### config.mk
export PLATFORM = sky130hd
export DESIGN_NAME = trial_division_prime_counter
export DESIGN_NICKNAME = d
export VERILOG_FILES = /design/src/sv/tdpc_pkg.sv /design/src/sv/tdpc_ctrl.sv /design/src/sv/tdpc_datapath.sv /design/src/sv/trial_division_prime_counter.sv
export VERILOG_INCLUDE_DIRS = /design/src /design/src/sv
export SDC_FILE = /design/constraint.sdc
export NUM_CORES = 1
export LEC_CHECK = 0
export BUFFER_PORTS_ARGS = -buffer_cell sky130_fd_sc_hd__buf_2
export CAP_MARGIN = 20
export CORE_ASPECT_RATIO = 0.7
export CORE_MARGIN = 5
export CORE_UTILIZATION = 45
export DETAILED_ROUTE_END_ITERATION = 7
export PLACE_DENSITY_LB_ADDON = 0.12
export SKIP_LAST_GASP = 1
export SYNTH_ARGS = -nofsm -noshare
export SYNTH_HDL_FRONTEND = slang
export SYNTH_HIERARCHICAL = 1
export SYNTH_SLANG_ARGS = --single-unit
### constraint.sdc
create_clock -name aclk -period 11.5 [get_ports aclk]
set_input_delay 2.3 -clock aclk [delete_from_list [all_inputs] [get_ports aclk]]
set_output_delay 2.3 -clock aclk [all_outputs]
set_load 0.02 [all_outputs]
### src/sv/trial_division_prime_counter_assert.svh
// assertion macros shared by the prime counter modules
// no dependencies; expects aclk and aresetn in the including module
`ifndef TRIAL_DIVISION_PRIME_COUNTER_ASSERT_SVH
`define TRIAL_DIVISION_PRIME_COUNTER_ASSERT_SVH
`ifndef SYNTH
`define TDPC_ASSERT_IMP(label, ante, cons, msg) \
    label: assert property (@(posedge aclk) disable iff (!aresetn) (ante) |-> (cons)) \
        else $error(msg);
`define TDPC_ASSERT_NXT(label, ante, cons, msg) \
    label: assert property (@(posedge aclk) disable iff (!aresetn) (ante) |=> (cons)) \
        else $error(msg);
`else
`define TDPC_ASSERT_IMP(label, ante, cons, msg)
`define TDPC_ASSERT_NXT(label, ante, cons, msg)
`endif
`endif

### src/sv/tdpc_pkg.sv
// widths, constants and controller/datapath handshake types for the prime counter
// no dependencies
package tdpc_pkg;

    localparam int VALUE_BITS    = 16;
    localparam int COUNT_BITS    = 16;
    localparam int RADIX_STEPS   = 4;
    localparam int DIV_CYCLES    = (VALUE_BITS + RADIX_STEPS - 1) / RADIX_STEPS;
    localparam int SHIFT_W       = DIV_CYCLES * RADIX_STEPS;
    localparam int STEP_W        = (DIV_CYCLES > 1) ? $clog2(DIV_CYCLES) : 1;
    localparam int DIV_W         = VALUE_BITS / 2 + 1;
    localparam int SQ_W          = VALUE_BITS + 1;
    localparam int S_TDATA_W     = ((VALUE_BITS + 7) / 8) * 8;
    localparam int M_TDATA_W     = ((1 + COUNT_BITS + 7) / 8) * 8;
    localparam int FIRST_DIVISOR = 2;

    typedef struct packed {
        logic load;
        logic start_div;
        logic div_step;
        logic advance;
        logic set_prime;
        logic clr_prime;
        logic retire;
    } cmd_t;

    typedef struct packed {
        logic below_two;
        logic sq_gt;
        logic last_step;
        logic rem_zero;
        logic out_busy;
    } status_t;

endpackage

### src/sv/tdpc_ctrl.sv
// controller state machine: sequences trial divisors and the result handoff
// depends on tdpc_pkg and trial_division_prime_counter_assert.svh
`include "trial_division_prime_counter_assert.svh"

module tdpc_ctrl (
    input  logic             aclk,
    input  logic             aresetn,
    input  logic             s_tvalid,
    output logic             s_tready,
    input  tdpc_pkg::status_t st,
    output tdpc_pkg::cmd_t    cmd
);
    import tdpc_pkg::*;

    typedef enum logic [3:0] {
        S_IDLE   = 4'b0001,
        S_TRIAL  = 4'b0010,
        S_DIV    = 4'b0100,
        S_FINISH = 4'b1000
    } state_t;

    state_t state_reg, state_next;

    always_ff @(posedge aclk) begin
        if (!aresetn) begin
            state_reg <= S_IDLE;
        end else begin
            state_reg <= state_next;
        end
    end

    assign s_tready = (state_reg == S_IDLE);

    always_comb begin
        state_next = state_reg;
        cmd        = '0;
        unique case (state_reg)
            S_IDLE: begin
                if (s_tvalid) begin
                    cmd.load   = 1'b1;
                    state_next = S_TRIAL;
                end
            end
            S_TRIAL: begin
                if (st.below_two) begin
                    cmd.clr_prime = 1'b1;
                    state_next    = S_FINISH;
                end else if (st.sq_gt) begin
                    // every divisor up to the square root tried
                    cmd.set_prime = 1'b1;
                    state_next    = S_FINISH;
                end else begin
                    cmd.start_div = 1'b1;
                    state_next    = S_DIV;
                end
            end
            S_DIV: begin
                cmd.div_step = 1'b1;
                if (st.last_step) begin
                    if (st.rem_zero) begin
                        cmd.clr_prime = 1'b1;
                        state_next    = S_FINISH;
                    end else begin
                        cmd.advance = 1'b1;
                        state_next  = S_TRIAL;
                    end
                end
            end
            S_FINISH: begin
                if (!st.out_busy) begin
                    cmd.retire = 1'b1;
                    state_next = S_IDLE;
                end
            end
            default: begin
                state_next = S_IDLE;
            end
        endcase
    end

    `TDPC_ASSERT_IMP(a_prime_needs_bound, cmd.set_prime, st.sq_gt && !st.below_two,
        "prime declared before divisor bound reached")
    `TDPC_ASSERT_NXT(a_advance_to_trial, cmd.advance, state_reg == S_TRIAL,
        "next divisor not followed by a bound check")

endmodule

### src/sv/tdpc_datapath.sv
// datapath: divisor and square tracking, 4-bit-per-cycle remainder unit,
// running count and output register; depends on tdpc_pkg and the assert header
`include "trial_division_prime_counter_assert.svh"

module tdpc_datapath (
    input  logic                            aclk,
    input  logic                            aresetn,
    input  tdpc_pkg::cmd_t                  cmd,
    output tdpc_pkg::status_t               st,
    input  logic [tdpc_pkg::VALUE_BITS-1:0] in_value,
    input  logic                            in_clear,
    input  logic                            m_tready,
    output logic                            m_tvalid,
    output logic [tdpc_pkg::M_TDATA_W-1:0]  m_tdata
);
    import tdpc_pkg::*;

    logic [VALUE_BITS-1:0] value_reg;
    logic                  clear_reg;
    logic [DIV_W-1:0]      div_reg;
    logic [SQ_W-1:0]       sq_reg;
    logic [DIV_W-1:0]      rem_reg, rem_next;
    logic [SHIFT_W-1:0]    shift_reg, shift_next;
    logic [STEP_W-1:0]     step_reg;
    logic                  prime_reg;
    logic [COUNT_BITS-1:0] count_reg, count_next, count_base;
    logic                  out_valid_reg;
    logic                  out_prime_reg;
    logic [COUNT_BITS-1:0] out_count_reg;

    // restoring remainder, one bit of the value per inner step
    always_comb begin : rem_unit
        logic [DIV_W:0] trial;
        rem_next   = rem_reg;
        shift_next = shift_reg;
        trial      = '0;
        for (int i = 0; i < RADIX_STEPS; i++) begin
            trial      = {rem_next, shift_next[SHIFT_W-1]};
            shift_next = {shift_next[SHIFT_W-2:0], 1'b0};
            if (trial >= {1'b0, div_reg}) begin
                trial = trial - {1'b0, div_reg};
            end
            rem_next = trial[DIV_W-1:0];
        end
    end

    always_comb begin
        count_base = clear_reg ? '0 : count_reg;
        count_next = count_base;
        if (prime_reg && (count_base != {COUNT_BITS{1'b1}})) begin
            count_next = count_base + COUNT_BITS'(1);
        end
    end

    assign st.below_two = (value_reg < VALUE_BITS'(FIRST_DIVISOR));
    assign st.sq_gt     = (sq_reg > {1'b0, value_reg});
    assign st.last_step = (step_reg == STEP_W'(DIV_CYCLES - 1));
    assign st.rem_zero  = (rem_next == '0);
    assign st.out_busy  = out_valid_reg && !m_tready;

    always_ff @(posedge aclk) begin
        if (cmd.load) begin
            value_reg <= in_value;
            clear_reg <= in_clear;
            div_reg   <= DIV_W'(FIRST_DIVISOR);
            sq_reg    <= SQ_W'(FIRST_DIVISOR * FIRST_DIVISOR);
        end
        if (cmd.start_div) begin
            rem_reg   <= '0;
            shift_reg <= SHIFT_W'(value_reg);
            step_reg  <= '0;
        end
        if (cmd.div_step) begin
            rem_reg   <= rem_next;
            shift_reg <= shift_next;
            step_reg  <= step_reg + STEP_W'(1);
        end
        if (cmd.advance) begin
            // (d+1)^2 = d^2 + 2d + 1
            sq_reg  <= sq_reg + SQ_W'({div_reg, 1'b1});
            div_reg <= div_reg + DIV_W'(1);
        end
        if (cmd.set_prime) begin
            prime_reg <= 1'b1;
        end else if (cmd.clr_prime) begin
            prime_reg <= 1'b0;
        end
        if (cmd.retire) begin
            out_prime_reg <= prime_reg;
            out_count_reg <= count_next;
        end
    end

    always_ff @(posedge aclk) begin
        if (!aresetn) begin
            count_reg     <= '0;
            out_valid_reg <= 1'b0;
        end else begin
            if (cmd.retire) begin
                count_reg     <= count_next;
                out_valid_reg <= 1'b1;
            end else if (m_tready) begin
                out_valid_reg <= 1'b0;
            end
        end
    end

    assign m_tvalid = out_valid_reg;
    assign m_tdata  = M_TDATA_W'({out_count_reg, out_prime_reg});

    `TDPC_ASSERT_IMP(a_rem_below_div, cmd.div_step, rem_reg < div_reg,
        "partial remainder not below divisor")
    `TDPC_ASSERT_NXT(a_count_nonzero, cmd.retire && prime_reg, count_reg != '0,
        "prime retired but count is zero")

endmodule

### src/sv/trial_division_prime_counter.sv
// top level of the trial-division prime counter
// depends on tdpc_pkg, tdpc_ctrl and tdpc_datapath
//
//   port group  dir  tdata                               tuser
//   s_          in   [15:0] value                        [0] clear_count
//   m_          out  [0] is_prime, [16:1] prime_count    -
//
// one word at a time; each divisor tried takes a bound check and then a division
// in the shared remainder unit, which retires 4 value bits per cycle. a prime is
// declared once the divisor's square exceeds the value, a composite as soon as a
// remainder is zero, and a value below two with no division. a finished word
// waits in the output register while the next word is accepted and tested. reset
// is synchronous and clears the running count and the output valid.

module trial_division_prime_counter (
    input  logic                           aclk,
    input  logic                           aresetn,
    input  logic                           s_tvalid,
    output logic                           s_tready,
    input  logic [tdpc_pkg::S_TDATA_W-1:0] s_tdata,  // value
    input  logic [0:0]                     s_tuser,  // clear_count
    output logic                           m_tvalid,
    input  logic                           m_tready,
    output logic [tdpc_pkg::M_TDATA_W-1:0] m_tdata   // is_prime, prime_count
);
    import tdpc_pkg::*;

    cmd_t    cmd;
    status_t st;

    tdpc_ctrl u_ctrl (
        .aclk     (aclk),
        .aresetn  (aresetn),
        .s_tvalid (s_tvalid),
        .s_tready (s_tready),
        .st       (st),
        .cmd      (cmd)
    );

    tdpc_datapath u_datapath (
        .aclk     (aclk),
        .aresetn  (aresetn),
        .cmd      (cmd),
        .st       (st),
        .in_value (s_tdata[VALUE_BITS-1:0]),
        .in_clear (s_tuser[0]),
        .m_tready (m_tready),
        .m_tvalid (m_tvalid),
        .m_tdata  (m_tdata)
    );

endmodule
After elaboration in Yosys (flattened, before gate mapping)
Index checks and enable logic that the tools add are counted.
{ "totals": {"input_bits": 21, "out_inout_bits": 26, "register_bits": 109} }
{ "classes": {"n_addsub": 8, "n_mux": 42, "eq_ne": 9, "n_reduce_logical": 8, "order_cmp": 6} }
{ "op_table": {"columns": ["cell", "n"], "rows": [
  ["two-way mux 9 bit", 8],
  ["two-way mux 16 bit", 4],
  ["greater-or-equal comparator 10 x 9 -> 1 bit", 4],
  ["subtractor 9 bit", 4],
  ["two-way mux 17 bit", 2],
  ["two-way mux 4 bit", 6],
  ["adder 17 x 10 -> 17 bit", 1],
  ["> comparator 17 x 16 -> 1 bit", 1],
  ["two-way mux 1 bit", 17],
  ["adder 16 x 1 -> 16 bit (second input constant)", 1],
  ["< comparator 16 x 2 -> 1 bit (second input constant)", 1],
  ["!= test 16 bit (second input constant)", 1],
  ["one-hot mux 4 bit (4 select lines)", 1],
  ["adder 9 x 1 -> 9 bit (second input constant)", 1],
  ["zero test 9 bit", 1],
  ["two-way mux 2 bit", 3],
  ["!= test 2 bit (second input constant)", 3],
  ["nonzero test 2 bit", 3],
  ["== test 4 x 1 -> 1 bit (second input constant)", 1],
  ["== test 4 x 2 -> 1 bit (second input constant)", 1],
  ["== test 4 x 3 -> 1 bit (second input constant)", 1],
  ["== test 4 bit (second input constant)", 1],
  ["AND reduction 3 bit", 1],
  ["adder 2 x 1 -> 2 bit (second input constant)", 1],
  ["4 further kinds", 5]
]} }

Depth between registers and ports, before layout
{ "logic_depth": {"depth_word": 13, "ltp_mapped": 44, "ltp_nobuf": 42} }

Modules after synthesis
Netlist, hierarchy kept.
{ "by_module_without_submodules": {"columns": ["mod", "instances", "seq_area_each_um2", "cells_per_inst", "area_per_inst_um2"], "rows": [
  ["tdpc_datapath", 1, 2932.8, 727, 7236.9],
  ["tdpc_ctrl", 1, 80.1, 37, 316.6]
]} }

Worst setup path before layout
OpenSTA, ideal clock, no wires.
{ "synth_path": {"path_kind": "reg-to-reg", "start": "register u_datapath.div_reg[0]", "end": "register u_datapath.div_reg[0] (enable)", "arrival_time_ns": 8.465, "path_stages_with_launch": 40, "path_slack_ns": 2.671, "n_path_buf": 3, "setup_ns": 0.364, "t_required_ns": 11.136, "period_less_slack_ns": 8.829, "cell_sequence": "edfxtp_1 ha_1 inv_1 fa_1 a211oi_2 o21ai_2 o22a_1 a21oi_2 mux2_2 ha_1 nor2_1 a21oi_1 a41oi_1 o21ai_0 or2_1 buf_6 a21oi_1 fa_1 [4 not listed] nor3_1 o211ai_1 buf_6 nor2_1 a21oi_1 fa_1 nand2_1 nand2_1 a21oi_1 o22ai_1 nor2_1 o21ai_0 a211oi_4 buf_6 nor3_1 a31o_1 nor2_1 or2_2"} }
{ "synth_lines": {"columns": ["item", "line", "source"], "rows": [
  ["start, declared", "tdpc_datapath.sv:20", "logic [DIV_W-1:0] div_reg;"],
  ["start signal, assigned", "tdpc_datapath.sv:65", "div_reg <= DIV_W'(FIRST_DIVISOR);"],
  ["start signal, assigned", "tdpc_datapath.sv:81", "div_reg <= div_reg + DIV_W'(1);"]
]} }

==> metrics <==
CP max FO=27; post-synth top area cell=edfxtp_1; FMAX=0.0943 GHz; CP Class=flip-flop to flip-flop; area of the multi-input gates=0.00420 mm2; commonest cells after routing, fill and taps aside=edfxtp_1 (83), ha_1 (64), inv_1 (58); max_slew headroom=51.1%; Num CTS Buffers=9; startpoint types=flip-flop; Synth Register Bits=109; Worst Skew=9.48 ps; vias in the first global route=5416; Crit path buffers/inverters=4; DR iter-0 viols=443; number of port buffers=39; Vias=5625; Worst Hold Depth=0; RSZ-0062 raised after global routing=false; Top cell by count, worst path=a21oi_1; fin crit share=92.3%; critical path's top delay family=compound AO/OA/AOI/OAI gates; Die H=118 um; Pre-antenna DRT Iters=4; row count=39; ys async rst share=0%; setup tns final=0 ps; RR Startpoint=u_datapath/div_reg[0]; CTS tree=built; die footprint=0.0195 mm2; fraction of synthesized cell area taken by the top area cell type=33.0%; Setup Viol. Count Final=0; CP max stage cell=a211oi_4; Top Ports=47; diode count=0; fin crit period=10610 ps; synth top area cells=edfxtp_1 (33%), ha_1 (11%), dfxtp_1 (6.9%), xnor2_1 (4.4%), mux2i_1 (3.3%); Slowest Stage Delay on Critical Path=650 ps; hold slack=476 ps; HPWL after DPL=13.4 mm; Post-Route WL=17.3 mm; Clock Tree Root=clkbuf_16; power density over cell area=216 mW/mm2; Hold Path Class=flip-flop to flip-flop; synth warn=6; number of flops mapped to enable cells by yosys=83; layout cells sized above 1=11.7%; fin. max-slew vios=0; CTS HTree Levels=3; Worst Setup End Kind=flip-flop; Arr. time, crit path=10600 ps; Layout Nets=890; Yosys cell types=68; antenna-violating nets left=0; max cap viols=0; die width=165 um; r2r setup slk=890 ps; postcts setup bufs=0; clock latency on the worst-skew pair=350 ps; Pleak=3.21 nW; CTS Sinks=109; R2R Path End=u_datapath/sq_reg[6]; Post-Syn Area per Cell=9.89 um2; post-synthesis cell area=0.00755 mm2; Initial Util=46.1%; instance count on the critical path=38; via/cell ratio=5.46; total area of sequential cells=0.00301 mm2; maximum buffer depth of the clock tree=2; core area=0.0164 mm2; Post-CTS Hold Buffers=0; WL/cell=16.8 um; WHS Endpoint=u_datapath/out_prime_reg; top_reg_cell synth=edfxtp_1; hold wc startpoint=u_datapath/prime_reg; total grt overflow=0; antenna violations before repair=0; post-cts sizing count=0; GRT Util Overall=17.9%; largest net degree at the start of global routing=43; # DRC=0; Worst EP required=11490 ps; status=complete, no violations; P&R area growth vs syn=9.06%; Synth Instances=764; worst slew pin tran=734 ps; Reg clk slew, reported paths=80 ps; register area share after synthesis=39.9%; first-pass GRT wire length=28.0 mm; max reg flops=17; Filler cells=1515; path depth of the worst reg2reg path=38; Final GP Congestion=0.873; final hold violations=0; most common cell after layout, fill and taps aside=edfxtp_1; Peak supply drop=141 uV
## Yosys cell counts, types with 5 or more instances
master     n
a21o_1     9
clkbuf_1  12
nand4_1   13
buf_4      9
o21ai_0   40
nor4_1     5
dfxtp_1   26
edfxtp_1  83
xor2_1    15
nor3b_1    7
mux2i_1   25
nor2b_1   36
o211a_1    5
xnor2_1   38
o21a_1    13
a21oi_1   35
nand2b_1  10
nand2_1   47
inv_1     58
nor3_1    18
ha_1      64
or2_2     11
and2_1    21
mux2_2    12
fa_1       5
nand3_1   16
nor2_1    54
## kinds of logic after synthesis
kind of cell,synth area share [%]
AO/OA/AOI/OAI,12.7
XOR/XNOR,6.15
adder cells (fa/ha/maj),11.9
buffers and inverters,5.02
flip-flops,39.9
multiplexers,5.50
other,0.0496
AND/OR/NAND/NOR,18.8
## worst max-delay path by stage
stage / start / end / slack, ps
3_5_place_dp: u_datapath/div_reg[0] / u_datapath/sq_reg[6] / 710
5_1_grt: u_datapath/div_reg[0] / u_datapath/sq_reg[7] / 60
4_1_cts: u_datapath/div_reg[0] / u_datapath/sq_reg[6] / 640
2_1_floorplan: u_datapath/div_reg[0] / u_datapath/div_reg[0] / 2670
6_report: u_datapath/div_reg[0] / u_datapath/sq_reg[6] / 890
3_3_place_gp: u_datapath/div_reg[0] / u_datapath/sq_reg[6] / 1150
## where the power goes
group	switching [mW]	internal (mW)
Combinational	0.569	0.419
Clock	0.148	0.151
Sequential	0.0348	0.460
Total	0.752	1.03
## layout make-up
cell class                 count  area share (%)
multi-input combinational    577            51.0
sequential                   109            36.6
tap                          225            3.42
timing repair buffer          45            2.92
clock buffer                   9            2.73
inverter                      58            2.64
clock inverter                 7           0.744
## routing by layer
layer  wire, um  vias up  global-route usage [%]
met5          0        -                       0
met3        956       11                    4.38
met4        159        0                    3.01
li1           -     2799                       -
met2       7180      126                    25.7
met1       8960     2689                    27.7
## metrics by stage
step                      total power, mW  util (%)  instances  instance area, um2  worst slack (ps)
after CTS                            1.77      50.2       1029                8230               639
after detailed placement             1.47      48.5       1013                7940               711
final                                1.78      50.2       1030                8240               890
after global routing                 1.91      50.2       1030                8240              60.1
after global placement               1.45      48.5       1013                7940              1150
after floorplan                      1.28         -        770                7580              2670
(Power assumes the default switching activity.)
